### src/sv/huffman_code_bit_packer_macros.svh
// ----------------------------------------------------------------------------
// Huffman code bit packer: assertion macros
// Shared concurrent assertion forms, clocked on clk_i and off during reset.
// ----------------------------------------------------------------------------
`ifndef HUFFMAN_CODE_BIT_PACKER_MACROS_SVH
`define HUFFMAN_CODE_BIT_PACKER_MACROS_SVH

// Condition must hold in the same cycle as the trigger
`define HCBP_ASSERT_NOW(lbl, trig, cond, msg) \
  lbl: assert property (@(posedge clk_i) disable iff (!rst_ni) (trig) |-> (cond)) \
    else $error(msg);

// Condition must hold in the cycle after the trigger
`define HCBP_ASSERT_NEXT(lbl, trig, cond, msg) \
  lbl: assert property (@(posedge clk_i) disable iff (!rst_ni) (trig) |=> (cond)) \
    else $error(msg);

`endif

### src/sv/hcbp_pkg.sv
`timescale 1ns / 1ps
// ----------------------------------------------------------------------------
// hcbp_pkg
// Constants, opcodes and shared types of the Huffman code bit packer.
// ----------------------------------------------------------------------------
package hcbp_pkg;

  // Table geometry
  localparam int MAX_CODE_LEN = 32;
  localparam int SYMBOLS      = 256;
  localparam int SYM_AW       = (SYMBOLS > 1) ? $clog2(SYMBOLS) : 1;

  // Fixed field widths
  localparam int OP_W    = 2;
  localparam int SYM_W   = 8;
  localparam int CBITS_W = 32;
  localparam int CLEN_W  = 6;
  localparam int BYTE_W  = 8;

  // Stored code and bit accumulator
  localparam int CODE_W = MAX_CODE_LEN;
  localparam int ACC_W  = MAX_CODE_LEN + BYTE_W - 1;
  localparam int CNT_W  = $clog2(ACC_W + 1);

  // Command queue between front and back
  localparam int QDEPTH = 4;
  localparam int QPTR_W = $clog2(QDEPTH);
  localparam int QCNT_W = $clog2(QDEPTH + 1);

  typedef enum logic [OP_W-1:0] {
    OP_LOAD   = 2'd0,
    OP_ENCODE = 2'd1,
    OP_FLUSH  = 2'd2
  } op_e;

  // One request for the packer
  typedef struct packed {
    logic              flush;
    logic [CLEN_W-1:0] len;
    logic [CODE_W-1:0] code;
  } cmd_t;

  // Packer status
  typedef struct packed {
    logic             flush_taken;
    logic [CNT_W-1:0] pend_cnt;
  } back_stat_t;

endpackage

### src/sv/hcbp_fifo.sv
`timescale 1ns / 1ps
// ----------------------------------------------------------------------------
// hcbp_fifo
// Short command queue between the table front and the bit packer.
// ----------------------------------------------------------------------------
module hcbp_fifo import hcbp_pkg::*; (
  input  logic              clk_i,
  input  logic              rst_ni,
  input  logic              push_i,
  input  cmd_t              cmd_i,
  input  logic              pop_i,
  output logic              valid_o,
  output cmd_t              cmd_o,
  output logic [QCNT_W-1:0] count_o
);

  cmd_t              entry_q [QDEPTH];
  logic [QPTR_W-1:0] wr_ptr_q, wr_ptr_d;
  logic [QPTR_W-1:0] rd_ptr_q, rd_ptr_d;
  logic [QCNT_W-1:0] count_q, count_d;
  logic              do_pop;

  assign do_pop = pop_i && (count_q != '0);

  // Advance pointers and count
  always_comb begin
    wr_ptr_d = push_i ? wr_ptr_q + QPTR_W'(1) : wr_ptr_q;
    rd_ptr_d = do_pop ? rd_ptr_q + QPTR_W'(1) : rd_ptr_q;
    count_d  = count_q + QCNT_W'(push_i) - QCNT_W'(do_pop);
  end

  always_ff @(posedge clk_i or negedge rst_ni) begin
    if (!rst_ni) begin
      wr_ptr_q <= '0;
      rd_ptr_q <= '0;
      count_q  <= '0;
    end else begin
      wr_ptr_q <= wr_ptr_d;
      rd_ptr_q <= rd_ptr_d;
      count_q  <= count_d;
    end
  end

  // Store entries
  always_ff @(posedge clk_i) begin
    if (push_i) begin
      entry_q[wr_ptr_q] <= cmd_i;
    end
  end

  assign valid_o = (count_q != '0);
  assign cmd_o   = entry_q[rd_ptr_q];
  assign count_o = count_q;

endmodule

### config.mk
export PLATFORM = sky130hd
export DESIGN_NAME = hcbp_fifo
export DESIGN_NICKNAME = d
export VERILOG_FILES = /design/src/sv/huffman_code_bit_packer_macros.svh /design/src/sv/hcbp_pkg.sv /design/src/sv/hcbp_fifo.sv
export SDC_FILE = /design/constraint.sdc
export NUM_CORES = 1
export LEC_CHECK = 0
export BUFFER_PORTS_ARGS = -buffer_cell sky130_fd_sc_hd__buf_4
export CAP_MARGIN = 20
export CORE_MARGIN = 2
export CORE_UTILIZATION = 30
export DETAILED_ROUTE_END_ITERATION = 16
export PLACE_DENSITY = 0.43
export RECOVER_POWER = 25
export SETUP_SLACK_MARGIN = 0.15
export SYNTH_ARGS = -nofsm -noshare
export SYNTH_HDL_FRONTEND = slang
export SYNTH_SLANG_ARGS = --single-unit
### constraint.sdc
create_clock -name clk_i -period 2.4 [get_ports clk_i]
set_input_delay 0.48 -clock clk_i [delete_from_list [all_inputs] [get_ports clk_i]]
set_output_delay 0.48 -clock clk_i [all_outputs]
set_load 0.02 [all_outputs]
==> impl_metrics.yaml, run 1 <==
outcome:
  status: "complete, no violations"
yosys:
  async_reset_ff_frac: 0.0429
  synth_top_cells_by_count: "edfxtp_1 (156), mux4_2 (38), dfrtp_1 (7)"
  synth_edf_count: 156
  syn-num-nets: 288
  dominantRegCellSynth: "edfxtp_1"
  synth_top_cell_by_area: "edfxtp_1"
  synth_top_area_frac: 0.771
  ys_ff_latch: 163
  ys_warn_count: 0
  syn_area_per_cell_um2: 25.5
  synth_cell_type_count: 18
  synthTopCellsByArea: "edfxtp_1 (77%), mux4_2 (14%), dfrtp_1 (2.9%)"
  synth.cell_area_um2: 6070
  yosysSeqAreaShare: 0.800
  synth_cells: 238
  yosysMostFrequentCell: "edfxtp_1"
timing:
  period_needed_ns: 2.33
  fmax_ghz: 0.430
  slew_violations: 0
  tightest_slew_ns: 0.432
  finalHoldViolCount: 0
  rsz0062_at_grt: "true"
  slew_headroom: 0.708
  holdWs_ns: 0.271
  setup_violations: 0
  clock_skew_ns: 0.00730
  timing.final.crit_share: 0.969
  tns_ns: 0
die:
  die_area_um2: 21400
  die_h_um: 146
  io_pins: 86
  die_x_um: 146
  core-area_um2: 20000
  rows: 52
  initial_core_util: 0.303
detailed_routing:
  drc: 0
  via_count: 2756
  viasPerCell: 4.33
  antenna_left: 0
  dr.pass1.iters: 4
  wl_per_cell_um: 18.4
  wirelength_um: 11700
  drt-initial-drc-count: 168
clocking:
  clock_sinks: 163
  clock-root-buffer: "clkbuf_16"
  cts_tree: "done"
  htree_levels: 4
  cts_made_buffers: 17
  cts_buffer_depth: 2
  clkSlewWorstSetupHoldPaths_ns: 0.07
  insertion_delay_ns: 0.42
grt:
  overflow: 0
  first_global_vias: 3002
  grt_pass1_wl_um: 17600
  grt_use_total: 0.113
  antenna_found_initial: 0
  grt_max_degree: 28
hold_path:
  hp-start: "cmd_i[5]"
  hold_depth: 1
  hold_path_end: "entry_q[0][5]"
  hp-class: "input port to register"
worst_setup_path:
  ff2ff_path_depth: 7
  r2r_start: "count_o[1]"
  ff2ff_setup_slack_ns: 0.37
  end_kind: "output port"
  crit_type: "register to output port"
  critPathLaunch: "rd_ptr_q[0]"
  start_kind: "register"
  timing.rr.end: "count_o[2]"
  critPathMaxFanout: 5
  critPathRequiredTime_ns: 1.92
  crit_arrival_ns: 1.85
run:
  cap_violations: 0
cells_and_area:
  finalNonFillerCells: 636
  n_antenna_cell: 0
  fin_util: 0.394
  postLayoutCellArea_um2: 7890
  final_nets: 403
  syn2layout_area_growth_pct: 29.9
  drive_gt1_frac: 0.415
power_and_ir_drop:
  p_leak_nw: 2.68
  max-vdd-ir-drop_mv: 0.539
  power_density_nw_per_um2: 1340
place:
  hpwl_um: 6800
  gp_congestion: 0.663
  portBuffers: 85
  dpl_cell_area_um2: 7130
  dp.cells: 595
-- layout by cell type, fill, tap and decap left out, drive strengths merged --
cell         netlist  layout
edfxtp           156     156
dfrtp              7       7
o31a               1       1
mux4              39      39
xnor2              3       3
inv                6      13
or3                1       1
bufinv             0       2
fa                 1       1
clkbuf             0      50
clkinv             0       3
and2               4       4
buf                9      72
clkinvlp           0       2
o311ai             1       1
o21ai              1       1
xor2               2       2
ha                 6       6
nand2              1       1
dlygate4sd3        0       1
-- through the flow --
stage / total power, mW / setup slack, ns
final: 10.6 / 0.0733
after global routing: 11.1 / 0.0151
after CTS: 10.2 / 0.0354
after detailed placement: 7.48 / 0.386
after global placement: 7.46 / 0.432
after floorplan: 6.12 / 0.366
-- report_power, final --
| group | switching (mW) | total [mW] | internal (mW) | leakage, nW |
|---|---|---|---|---|
| logic | 1.94 | 3.94 | 2.00 | 0.878 |
| clock network | 1.15 | 2.72 | 1.57 | 0.288 |
| registers | 0.153 | 3.89 | 3.74 | 1.51 |
| total | 3.24 | 10.6 | 7.31 | 2.68 |
-- sequential cells by signal, summed over array words and instances, names as in the netlist --
name	cells
rd_ptr_q	2
entry_q	156
count_o	3
wr_ptr_q	2
-- layer usage --
metal,GRT usage,up-vias,share of wire
met3,0.0397,10,0.043
met4,0.0379,0,0.011
met1,0.149,1438,0.47
li1,-,1242,-
met2,0.177,66,0.48
met5,0,-,0
-- kinds of logic (layout without fill, tap and decap cells) --
group / after synthesis / count (layout) / share of synthesized area
AOI/OAI and AO/OA: 3 / 3 / 0.00371
xor gates and xnor gates: 5 / 5 / 0.00721
adders and majority gates: 7 / 7 / 0.0157
buffers and inverters: 15 / 143 / 0.0220
DFF: 163 / 163 / 0.800
muxes: 39 / 39 / 0.145
and+or+nand+nor: 6 / 6 / 0.00577
-- how the worst max path moves through the flow --
stage                             to  cells past startpoint
after floorplan           count_o[2]                      7
after global placement    count_o[2]                      7
after detailed placement  count_o[2]                      7
after CTS                  cmd_o[37]                      3
after global routing       cmd_o[34]                      4
final                      cmd_o[29]                      4
-- critical path, cell delays in order, from the launching register on --
cell and delay, ns:
dfrtp_4 0.50, buf_6 0.14, buf_16 0.14, mux4_2 0.47, buf_4 0.18
-- timing repair --
action | CTS | global route
hold buffers | 1 | 0
resized for setup | 0 | 29
endpoints found under the setup margin | 39 | 39
setup buffers | 0 | 3
gates cloned | 0 | 5
hold endpoints to repair | 7 | 0
-- final cells by class --
type,instances,area [um^2]
fill,1843,12200
clock inverter,14,170
sequential,163,4860
timing repair buffer,105,985
tap,270,338
multi-input combinational,60,1080
clock buffer,18,429
inverter,6,22.5
No activity file was read; power rests on OpenSTA's default activity.
==> run 2, diff against run 1 <==
--- a/config.mk
+++ b/config.mk
@@ -7,6 +7,7 @@
 export LEC_CHECK = 0
 export BUFFER_PORTS_ARGS = -buffer_cell sky130_fd_sc_hd__buf_4
 export CAP_MARGIN = 20
+export CORE_ASPECT_RATIO = 0.75
 export CORE_MARGIN = 2
 export CORE_UTILIZATION = 30
 export DETAILED_ROUTE_END_ITERATION = 16
==> run 2 against run 1 <==
Clock power rose by 2%. Non-clock buffer count rose by 4. Final cell count fell by 1.3%. Via count rose by 2.5%. Wire length rose by 3.6%. Highest routed layer unchanged. First-iteration DRC count fell by 11%. Total power rose by 1.5%. Cell area rose by 0.67%. Hold slack got worse by 0.011 ns. Worst setup slack got worse by 0.0056 ns. Sequential power barely moved.
==> impl_metrics.yaml, run 2 (synthesized netlist as in run 1, its figures left out) <==
clocking:
  insertion_delay_ns: 0.42
  cts_made_buffers: 17
  clock-root-buffer: "clkbuf_16"
  htree_levels: 4
  clkSlewWorstSetupHoldPaths_ns: 0.06
  cts_buffer_depth: 2
  clock_sinks: 163
  cts_tree: "done"
timing:
  tns_ns: 0
  rsz0062_at_grt: "true"
  tightest_slew_ns: 0.512
  fmax_ghz: 0.429
  slew_violations: 0
  period_needed_ns: 2.33
  timing.final.crit_share: 0.972
  clock_skew_ns: 0.00702
  slew_headroom: 0.659
  setup_violations: 0
  finalHoldViolCount: 0
cells_and_area:
  final_nets: 407
  n_antenna_cell: 0
  final_common_cell: "edfxtp_1"
  final_cell_mix: "edfxtp_1 (156), mux4_2 (38), buf_6 (36)"
  largest-register: "entry_q"
  largest_reg_flops: 156
  postLayoutCellArea_um2: 7940
  syn2layout_area_growth_pct: 30.8
  fin_util: 0.396
  drive_gt1_frac: 0.422
die:
  die_x_um: 168
  core-area_um2: 20000
  die_area_um2: 21400
  io_pins: 86
  initial_core_util: 0.303
  die_h_um: 127
  rows: 45
worst_setup_path:
  crit_type: "register to output port"
  critPathSlowestCell: "mux4_2"
  start_kind: "register"
  end_kind: "output port"
  crit_arrival_ns: 1.85
  critPathMaxFanout: 7
  slowest_delay_ns: 0.52
  critPathRequiredTime_ns: 1.92
  crit_chain: "buf_12 > clkbuf_16 > mux4_2 > buf_6"
grt:
  first_global_vias: 3114
  overflow: 0
  grt_max_degree: 26
  antenna_found_initial: 0
  grt_use_total: 0.119
  grt_pass1_wl_um: 18400
power_and_ir_drop:
  p_leak_nw: 2.71
  power_mw: 10.7
  max-vdd-ir-drop_mv: 0.554
  power_density_nw_per_um2: 1350
detailed_routing:
  drc: 0
  via_count: 2825
  dr.pass1.iters: 4
  wirelength_um: 12100
  antenna_left: 0
  wl_per_cell_um: 19.3
  viasPerCell: 4.50
  drt-initial-drc-count: 149
place:
  hpwl_um: 7300
  dpl_cell_area_um2: 7140
  gp_congestion: 0.666
  portBuffers: 85
hold_path:
  hp-class: "input port to register"
outcome:
  status: "complete, no violations"
run:
  cap_violations: 0
-- run 2: what timing repair did --
action	in CTS	in global routing
endpoints found under the hold margin	7	0
setup endpoints to repair	39	39
hold buffers	1	0
buffers inserted	7	0
resized for setup	19	24
gates cloned	0	2
-- run 2: through the flow --
step | cells | setup WS [ns] | hold slack (ns)
finish | 628 | 0.0676 | 0.260
global route | 628 | 0.00373 | 0.254
CTS | 626 | 0.0133 | 0.236
detailed placement | 586 | 0.302 | 0.304
global placement | 586 | 0.317 | 0.302
floorplan | 238 | 0.366 | 0.184
-- run 2: worst max-delay path, delay by kind of cell, from the launching register on --
family	cells	cell delay [ns]
multiplexers	1	0.52
buffers and inverters	3	0.46
flip-flops	1	0.45
-- run 2: layout make-up --
| type | instances | area (um^2) |
|---|---|---|
| Inverter | 6 | 22.5 |
| Fill cell | 1798 | 12100 |
| Sequential cell | 163 | 4860 |
| Multi-Input combinational cell | 60 | 1080 |
| Timing Repair Buffer | 109 | 1040 |
| Tap cell | 258 | 323 |
| Clock buffer | 17 | 425 |
| Clock inverter | 15 | 180 |
-- run 2: layer usage --
layer / wire length [um] / track usage / share of wire
met5: 0 / 0 / 0
met4: 176 / 0.0487 / 0.014
met3: 708 / 0.0462 / 0.058
met2: 5810 / 0.189 / 0.48
met1: 5450 / 0.148 / 0.45
-- run 2: worst paths after layout --
kind	end	slack, ns	start	cells past startpoint
max in group asynchronous	rd_ptr_q[0]	1.84	rst_ni	2
min	entry_q[1][20]	0.26	cmd_i[20]	1
min in group asynchronous	count_o[1]	0.41	rst_ni	2
max	cmd_o[20]	0.07	rd_ptr_q[0]	4
max reg2reg	count_o[2]	0.39	count_o[1]	7
min reg2reg	wr_ptr_q[0]	0.54	wr_ptr_q[0]	1
-- run 2: power breakdown --
part | internal (mW) | switching [mW]
clock network | 1.65 | 1.12
registers | 3.74 | 0.157
logic | 2.07 | 1.98
